## config.mk

```make
export PLATFORM = sky130hd
export DESIGN_NAME = delayed_duty_cycle_timer_flat
export DESIGN_NICKNAME = d
export VERILOG_FILES = /design/src/rtl/ddct_pkg.sv /design/src/rtl/ddct_in_if.sv /design/src/rtl/ddct_out_if.sv /design/src/rtl/ddct_ctrl.sv /design/src/rtl/ddct_dp.sv /design/src/rtl/delayed_duty_cycle_timer.sv /design/src/flat_wrapper.sv
export SDC_FILE = /design/constraint.sdc
export NUM_CORES = 1
export LEC_CHECK = 0
export BUFFER_PORTS_ARGS = -buffer_cell sky130_fd_sc_hd__clkbuf_2
export CORE_UTILIZATION = 45
export CTS_CLUSTER_SIZE = 20
export DETAILED_ROUTE_END_ITERATION = 16
export GPL_TIMING_DRIVEN = 0
export SYNTH_ARGS = -nofsm -noshare
export SYNTH_HDL_FRONTEND = slang
export SYNTH_SLANG_ARGS = --single-unit
export TNS_END_PERCENT = 100
```

## constraint.sdc

```tcl
create_clock -name clk_i -period 5 [get_ports clk_i]
set_input_delay 1 -clock clk_i [delete_from_list [all_inputs] [get_ports clk_i]]
set_output_delay 1 -clock clk_i [all_outputs]
set_load 0.01 [all_outputs]
```

## src/rtl/ddct_pkg.sv

```systemverilog
`timescale 1ns / 1ps

package ddct_pkg;

  localparam int unsigned TimeWidth    = 32;
  localparam int unsigned CfgIdxWidth  = 2;
  localparam int unsigned CfgDataWidth = TimeWidth;
  localparam int unsigned DivCntWidth  = $clog2(TimeWidth);
  localparam int unsigned StatusWidth  = 2;

  localparam logic [DivCntWidth-1:0] DivLastCnt = DivCntWidth'(TimeWidth - 1);

  // operation codes
  localparam logic OpStart  = 1'b0;
  localparam logic OpSample = 1'b1;

  // timer modes
  localparam logic [1:0] ModeRepeat  = 2'd0;
  localparam logic [1:0] ModeOneshot = 2'd1;

  // status codes
  localparam logic [StatusWidth-1:0] StatusActive = 2'd0;
  localparam logic [StatusWidth-1:0] StatusOn     = 2'd1;
  localparam logic [StatusWidth-1:0] StatusOff    = 2'd2;

  // register indexes
  localparam logic [CfgIdxWidth-1:0] CfgLeadIn  = 2'd0;
  localparam logic [CfgIdxWidth-1:0] CfgOnTime  = 2'd1;
  localparam logic [CfgIdxWidth-1:0] CfgOffTime = 2'd2;
  localparam logic [CfgIdxWidth-1:0] CfgMode    = 2'd3;

  typedef logic [TimeWidth-1:0] time_t;

  typedef struct packed {
    logic load;
    logic prep;
    logic step;
    logic finish;
  } dp_cmd_t;

  typedef struct packed {
    logic skip_div;
    logic out_free;
  } dp_stat_t;

endpackage

```

## src/rtl/ddct_in_if.sv

```systemverilog
`timescale 1ns / 1ps

interface ddct_in_if
  import ddct_pkg::*;
();
  logic  valid;
  logic  ready;
  logic  operation;
  time_t current_time;

  modport source (output valid, output operation, output current_time, input ready);
  modport sink (input valid, input operation, input current_time, output ready);
endinterface

```

## src/rtl/ddct_out_if.sv

```systemverilog
`timescale 1ns / 1ps

interface ddct_out_if
  import ddct_pkg::*;
();
  logic                   valid;
  logic                   ready;
  logic [StatusWidth-1:0] status;
  logic                   tick_pulse;

  modport source (output valid, output status, output tick_pulse, input ready);
  modport sink (input valid, input status, input tick_pulse, output ready);
endinterface

```

## src/rtl/ddct_ctrl.sv

```systemverilog
`timescale 1ns / 1ps

module ddct_ctrl
  import ddct_pkg::*;
(
  input  logic     clk_i,
  input  logic     rst_ni,
  input  logic     in_valid_i,
  output logic     in_ready_o,
  input  dp_stat_t stat_i,
  output dp_cmd_t  cmd_o
);

  localparam logic [1:0] IdleS = 2'd0;
  localparam logic [1:0] PrepS = 2'd1;
  localparam logic [1:0] DivS  = 2'd2;
  localparam logic [1:0] FinS  = 2'd3;

  logic [1:0]             state_q, state_d;
  logic [DivCntWidth-1:0] cnt_q, cnt_d;

  always_comb begin
    state_d    = state_q;
    cnt_d      = cnt_q;
    cmd_o      = '0;
    in_ready_o = 1'b0;
    case (state_q)
      IdleS: begin
        in_ready_o = 1'b1;
        if (in_valid_i) begin
          cmd_o.load = 1'b1;
          state_d    = PrepS;
        end
      end
      PrepS: begin
        cmd_o.prep = 1'b1;
        cnt_d      = '0;
        state_d    = stat_i.skip_div ? FinS : DivS;
      end
      DivS: begin
        cmd_o.step = 1'b1;
        cnt_d      = cnt_q + 1'b1;
        if (cnt_q == DivLastCnt) begin
          state_d = FinS;
        end
      end
      FinS: begin
        if (stat_i.out_free) begin
          cmd_o.finish = 1'b1;
          state_d      = IdleS;
        end
      end
      default: begin
        state_d = IdleS;
      end
    endcase
  end

  always_ff @(posedge clk_i or negedge rst_ni) begin
    if (!rst_ni) begin
      state_q <= IdleS;
      cnt_q   <= '0;
    end else begin
      state_q <= state_d;
      cnt_q   <= cnt_d;
    end
  end

endmodule

```

## src/rtl/ddct_dp.sv

```systemverilog
`timescale 1ns / 1ps

module ddct_dp
  import ddct_pkg::*;
(
  input  logic                    clk_i,
  input  logic                    rst_ni,
  input  logic                    cfg_we_i,
  input  logic [CfgIdxWidth-1:0]  cfg_idx_i,
  input  logic [CfgDataWidth-1:0] cfg_wdata_i,
  input  logic                    operation_i,
  input  time_t                   current_time_i,
  input  dp_cmd_t                 cmd_i,
  output dp_stat_t                stat_o,
  input  logic                    out_ready_i,
  output logic                    out_valid_o,
  output logic [StatusWidth-1:0]  status_o,
  output logic                    tick_pulse_o
);

  time_t      lead_q, on_q, off_q;
  logic [1:0] mode_q;

  time_t start_q;
  logic  phase_q, phase_d;

  logic  op_q;
  time_t el_q;
  time_t per_q;
  time_t dvd_q;
  time_t rem_q;
  logic  past_lead_q;

  logic                   out_valid_q;
  logic [StatusWidth-1:0] status_q, status_d;
  logic                   tick_q, tick_d;

  logic [TimeWidth:0]   trial;
  logic [TimeWidth+1:0] diff;
  logic                 over_per;
  logic                 rem_on;

  // config registers
  always_ff @(posedge clk_i or negedge rst_ni) begin
    if (!rst_ni) begin
      lead_q <= '0;
      on_q   <= '0;
      off_q  <= '0;
      mode_q <= ModeRepeat;
    end else if (cfg_we_i) begin
      case (cfg_idx_i)
        CfgLeadIn:  lead_q <= cfg_wdata_i[TimeWidth-1:0];
        CfgOnTime:  on_q   <= cfg_wdata_i[TimeWidth-1:0];
        CfgOffTime: off_q  <= cfg_wdata_i[TimeWidth-1:0];
        CfgMode:    mode_q <= cfg_wdata_i[1:0];
        default: begin
        end
      endcase
    end
  end

  assign stat_o.skip_div = (op_q == OpStart) || !(el_q > lead_q) ||
                           ((on_q + off_q) == '0);
  assign stat_o.out_free = !out_valid_q || out_ready_i;

  // one restoring step of the remainder
  assign trial = {rem_q, dvd_q[TimeWidth-1]};
  assign diff  = {1'b0, trial} - {2'b00, per_q};

  always_ff @(posedge clk_i) begin
    if (cmd_i.load) begin
      op_q <= operation_i;
      el_q <= current_time_i - start_q;
    end else if (cmd_i.prep) begin
      el_q        <= el_q - lead_q;
      dvd_q       <= el_q - lead_q;
      per_q       <= on_q + off_q;
      past_lead_q <= el_q > lead_q;
      rem_q       <= '0;
    end else if (cmd_i.step) begin
      dvd_q <= {dvd_q[TimeWidth-2:0], 1'b0};
      rem_q <= diff[TimeWidth+1] ? trial[TimeWidth-1:0] : diff[TimeWidth-1:0];
    end
  end

  always_ff @(posedge clk_i or negedge rst_ni) begin
    if (!rst_ni) begin
      start_q <= '0;
    end else if (cmd_i.load && (operation_i == OpStart)) begin
      start_q <= current_time_i;
    end
  end

  assign over_per = (el_q > per_q) && (mode_q != ModeRepeat);
  assign rem_on   = rem_q < on_q;

  // result and phase edge decision
  always_comb begin
    status_d = StatusActive;
    tick_d   = 1'b0;
    phase_d  = phase_q;
    if ((op_q == OpSample) && past_lead_q) begin
      if (over_per) begin
        if (mode_q == ModeOneshot) begin
          tick_d   = 1'b1;
          status_d = StatusOn;
        end else begin
          tick_d   = phase_q;
          status_d = StatusOff;
        end
      end else if (rem_on) begin
        if (!phase_q) begin
          tick_d   = 1'b1;
          phase_d  = 1'b1;
          status_d = (mode_q == ModeOneshot) ? StatusOn : StatusActive;
        end
      end else if (phase_q) begin
        tick_d   = 1'b1;
        phase_d  = 1'b0;
        status_d = (mode_q == ModeRepeat) ? StatusActive : StatusOff;
      end
    end
  end

  always_ff @(posedge clk_i or negedge rst_ni) begin
    if (!rst_ni) begin
      phase_q     <= 1'b0;
      out_valid_q <= 1'b0;
    end else if (cmd_i.finish) begin
      phase_q     <= phase_d;
      out_valid_q <= 1'b1;
    end else if (out_ready_i) begin
      out_valid_q <= 1'b0;
    end
  end

  always_ff @(posedge clk_i) begin
    if (cmd_i.finish) begin
      status_q <= status_d;
      tick_q   <= tick_d;
    end
  end

  assign out_valid_o  = out_valid_q;
  assign status_o     = status_q;
  assign tick_pulse_o = tick_q;

endmodule

```

## src/rtl/delayed_duty_cycle_timer.sv

```systemverilog
`timescale 1ns / 1ps
// start requests and samples inside the lead-in or with a zero period skip the remainder
//   loop; other samples run the 32-step remainder loop between prep and finish
// one request is taken at a time; the remainder unit makes one bit per cycle
// a finished result waits in the output register while the next request is taken
// reset (rst_ni low, asynchronous): registers, start time and phase cleared, output empty

module delayed_duty_cycle_timer
  import ddct_pkg::*;
(
  input  logic                    clk_i,
  input  logic                    rst_ni,
  input  logic                    cfg_we_i,
  input  logic [CfgIdxWidth-1:0]  cfg_idx_i,
  input  logic [CfgDataWidth-1:0] cfg_wdata_i,
  ddct_in_if.sink                 in_req,
  ddct_out_if.source              out_rsp
);

  // command and status link between sequencer and datapath
  dp_cmd_t  cmd;
  dp_stat_t stat;

  // sequencer: idle -> prep -> remainder steps (only when needed) -> finish
  ddct_ctrl u_ctrl (
    .clk_i      (clk_i),
    .rst_ni     (rst_ni),
    .in_valid_i (in_req.valid),
    .in_ready_o (in_req.ready),
    .stat_i     (stat),
    .cmd_o      (cmd)
  );

  // datapath: config registers, elapsed time, remainder unit, phase and output register
  ddct_dp u_dp (
    .clk_i          (clk_i),
    .rst_ni         (rst_ni),
    .cfg_we_i       (cfg_we_i),
    .cfg_idx_i      (cfg_idx_i),
    .cfg_wdata_i    (cfg_wdata_i),
    .operation_i    (in_req.operation),
    .current_time_i (in_req.current_time),
    .cmd_i          (cmd),
    .stat_o         (stat),
    .out_ready_i    (out_rsp.ready),
    .out_valid_o    (out_rsp.valid),
    .status_o       (out_rsp.status),
    .tick_pulse_o   (out_rsp.tick_pulse)
  );

endmodule

```

## src/flat_wrapper.sv

```systemverilog
// flat-port wrapper written by rule: the top's interface ports become plain ports
module delayed_duty_cycle_timer_flat import ddct_pkg::*;
  (clk_i, rst_ni, cfg_we_i, cfg_idx_i, cfg_wdata_i, in_req_valid, in_req_operation, in_req_current_time, in_req_ready, out_rsp_valid, out_rsp_status, out_rsp_tick_pulse, out_rsp_ready);
  ddct_in_if in_req_i ();
  ddct_out_if out_rsp_i ();
  input  logic clk_i;
  input  logic rst_ni;
  input  logic cfg_we_i;
  input  logic [CfgIdxWidth-1:0] cfg_idx_i;
  input  logic [CfgDataWidth-1:0] cfg_wdata_i;
  input wire logic [$bits(in_req_i.valid)-1:0] in_req_valid;
  input wire logic [$bits(in_req_i.operation)-1:0] in_req_operation;
  input wire logic [$bits(in_req_i.current_time)-1:0] in_req_current_time;
  output wire logic [$bits(in_req_i.ready)-1:0] in_req_ready;
  output wire logic [$bits(out_rsp_i.valid)-1:0] out_rsp_valid;
  output wire logic [$bits(out_rsp_i.status)-1:0] out_rsp_status;
  output wire logic [$bits(out_rsp_i.tick_pulse)-1:0] out_rsp_tick_pulse;
  input wire logic [$bits(out_rsp_i.ready)-1:0] out_rsp_ready;
  assign in_req_i.valid = in_req_valid;
  assign in_req_i.operation = in_req_operation;
  assign in_req_i.current_time = in_req_current_time;
  assign in_req_ready = in_req_i.ready;
  assign out_rsp_valid = out_rsp_i.valid;
  assign out_rsp_status = out_rsp_i.status;
  assign out_rsp_tick_pulse = out_rsp_i.tick_pulse;
  assign out_rsp_i.ready = out_rsp_ready;
  delayed_duty_cycle_timer u_core (.clk_i(clk_i), .rst_ni(rst_ni), .cfg_we_i(cfg_we_i), .cfg_idx_i(cfg_idx_i), .cfg_wdata_i(cfg_wdata_i), .in_req(in_req_i), .out_rsp(out_rsp_i));
endmodule
```

==> reports/results.ini <==
[grt]
grt_pass1_wl_um=78300
grt_usage_pct=24.2
first_global_vias=14200
grt_max_degree=108
gr-total-overflow=0
antenna_found_initial=0

[sta]
worst_pin_slew_ps=919
setup_slack_ps=633
slew_headroom_pct=38.0
setup_violations=0
finClkSkew_ps=29.5
finalMaxSlewViolations=0
grt_setup_unrepaired=false
fmax_ghz=0.229
period_share_pct=87.3
period_needed_ps=4370
setup-tns-final_ps=0
hold_viol=0

[power]
power.leakage_nw=9.48
peakVddDrop_mv=0.434
power_per_cell_area_nw_per_um2=798

[clock_network]
clkTransAtPathRegs_ps=60
cts-root-buf=clkbuf_16
clk_latency_ps=550
cts_hold_buf=0
htreeDepth=2
clock_path_buffers=3
cts_buffers=35
clock-sinks=272
cts_tree=built
cts_resized=0
cts_setup_buffers=0

[logic_synthesis]
ys_async_sr_fraction_pct=51.1
syn_nets=2182
syn_area_um2=18700
synth_cell_types=79
ys_seq_area_share_pct=39.9
syn_area_per_cell_um2=9.79
yosys.area_share.simple_pct=12.4
syn_inst=1911
synthXorXnorAreaFrac_pct=4.68
synthMuxAreaShare_pct=8.29
synth_edf_count=133
synth.ff_latch_count=272
synth_compound_area_share_pct=16.8
ys.flop_type=dfrtp_1
yosys_warnings=0
synth_top_family_by_area=compound AO/OA/AOI/OAI gates
synth_adder_area_share_pct=13.5

[detailed_routing]
routed_via_density=5.63
vias=14500
firstDrtPassIters=5
routedWlPerCell_um=19.4
drc=0
wirelength_um=50200
final_antenna_net_count=0
drtIter0Drc=850

[worst_hold_path]
hp-class=in2async

[floorplanning]
dieArea_um2=42400
coreArea_um2=40900
core.rowCount=74
pin_count=77
initial_core_util_pct=45.7
die_w_um=206
die_y_um=206

[setup_path]
cp.arrival_ps=4720
endpoint_kind=register
required_ps=5350
start_kind=register
crit_fanout=10
reg2regPathDepth=14
critPathKind=reg2reg

[cells_and_area]
nets=2298
design_area_um2=21000
drive_gt1_share_pct=14.2
areaGrowthSynthToFinish_pct=12.5
diodes=0

[placed_design]
pre_cts_ws_ps=577
dpl-instance-area_um2=19800
io_buffers=76
place_hpwl_um=39300
globalplace.congestion=0.891

[run_status]
status=completed

[job]
cap_violations=0

==> cell families after synthesis <==
family,Yosys count
AOI/OAI and AO/OA,494
xor gates and xnor gates,100
adders and majority gates,199
buffers and inverters,222
DFF,272
muxes,140
and+or+nand+nor,484
==> metrics by stage <==
| step | utilization (%) | cells | hold slack [ps] | power, W |
|---|---|---|---|---|
| floorplan | - | 1911 | 454 | 0.0115 |
| global placement | 48.3 | 2519 | 470 | 0.0138 |
| detailed placement | 48.4 | 2521 | 487 | 0.0140 |
| CTS | 51.4 | 2583 | 356 | 0.0168 |
| global route | 51.4 | 2584 | 370 | 0.0182 |
| finish | 51.4 | 2584 | 367 | 0.0168 |
==> final timing paths <==
path	slack, ps	from	end
worst max-delay path	630	u_core.u_dp.per_q[1]	u_core.u_dp.rem_q[30]
worst min-delay path	370	rst_ni	u_core.u_dp.on_q[26]
worst max register to register	630	u_core.u_dp.per_q[1]	u_core.u_dp.rem_q[30]
worst min register to register	500	u_core.u_dp.start_q[20]	u_core.u_dp.start_q[20]
max in group asynchronous	3770	rst_ni	u_core.u_dp.start_q[0]
min in group clk_i	500	u_core.u_dp.start_q[20]	u_core.u_dp.start_q[20]
==> power by group <==
group          internal, W  switching (W)  leakage (nW)
clock              0.00162        0.00101         0.596
sequential         0.00386       0.000553          2.97
combinational      0.00397        0.00577          5.91
==> metal layers <==
metal / GRT usage, % / vias to the layer above / part of all wire (%)
li1: - / 7169 / -
met1: 33.1 / 7011 / 47
met2: 40.0 / 295 / 47
met3: 2.73 / 73 / 4.2
met4: 7.80 / 0 / 2.6
met5: 0 / - / 0
==> registers in the layout, indices dropped and copies added (netlist names), 2 cells and up <==
name / count
u_core.u_ctrl.cnt_q: 5
u_core.u_dp.start_q: 32
u_core.u_dp.status_o: 2
u_core.u_dp.lead_q: 32
u_core.u_dp.dvd_q: 32
u_core.u_dp.off_q: 32
u_core.u_dp.on_q: 32
u_core.u_dp.mode_q: 2
u_core.u_dp.el_q: 32
u_core.u_dp.per_q: 32
u_core.u_dp.rem_q: 32
u_core.u_ctrl.state_q: 2
==> synthesized netlist by cell type, types with 21 or more instances <==
cell      instances  area (um^2)
a21o_1           62          465
a21oi_1         136          681
clkbuf_1         31          116
dfrtp_1         139         3480
edfxtp_1        133         3990
ha_1            195         2440
inv_1           179          672
mux2_2          120         1350
nand2_1         169          634
nand3_1          40          200
nand4_1          21          131
nor2_1          104          390
nor3_1           36          180
o21a_1           22          165
o21ai_0         132          661
xnor2_1          60          526
xor2_1           40          350
==> cells in the final DEF, fill, tap and decap left out, types with 60 or more instances in the layout <==
master / synthesis / final
a21oi_1: 136 / 136
xnor2_1: 60 / 60
a21o_1: 62 / 62
ha_1: 195 / 194
nor2_1: 104 / 104
clkbuf_2: 0 / 75
mux2_2: 120 / 120
o21ai_0: 132 / 132
inv_1: 179 / 179
dfrtp_1: 139 / 139
nand2_1: 169 / 169
edfxtp_1: 133 / 133
==> worst max-delay path, stage by stage, from the launching register on <==
cell and delay (ps):
edfxtp_1 420, inv_1 130, ha_1 230, nor2b_1 140, o31ai_1 400, a22oi_1 250
o41ai_1 610, o311ai_1 330, o211ai_1 310, and2_1 190, a21o_1 110, buf_2 240
clkbuf_1 510, nand3_1 150, o31ai_1 110
==> area by class of cell <==
type	count	area (um^2)
clock buffers	52	1090
flip-flops and latches	272	7470
well taps	532	666
clock inverters	10	104
plain buffers	42	163
repair buffers	79	464
fillers	3794	19900
multi-input cells	1417	10400
inverters	180	676
(Power assumes the default switching activity.)
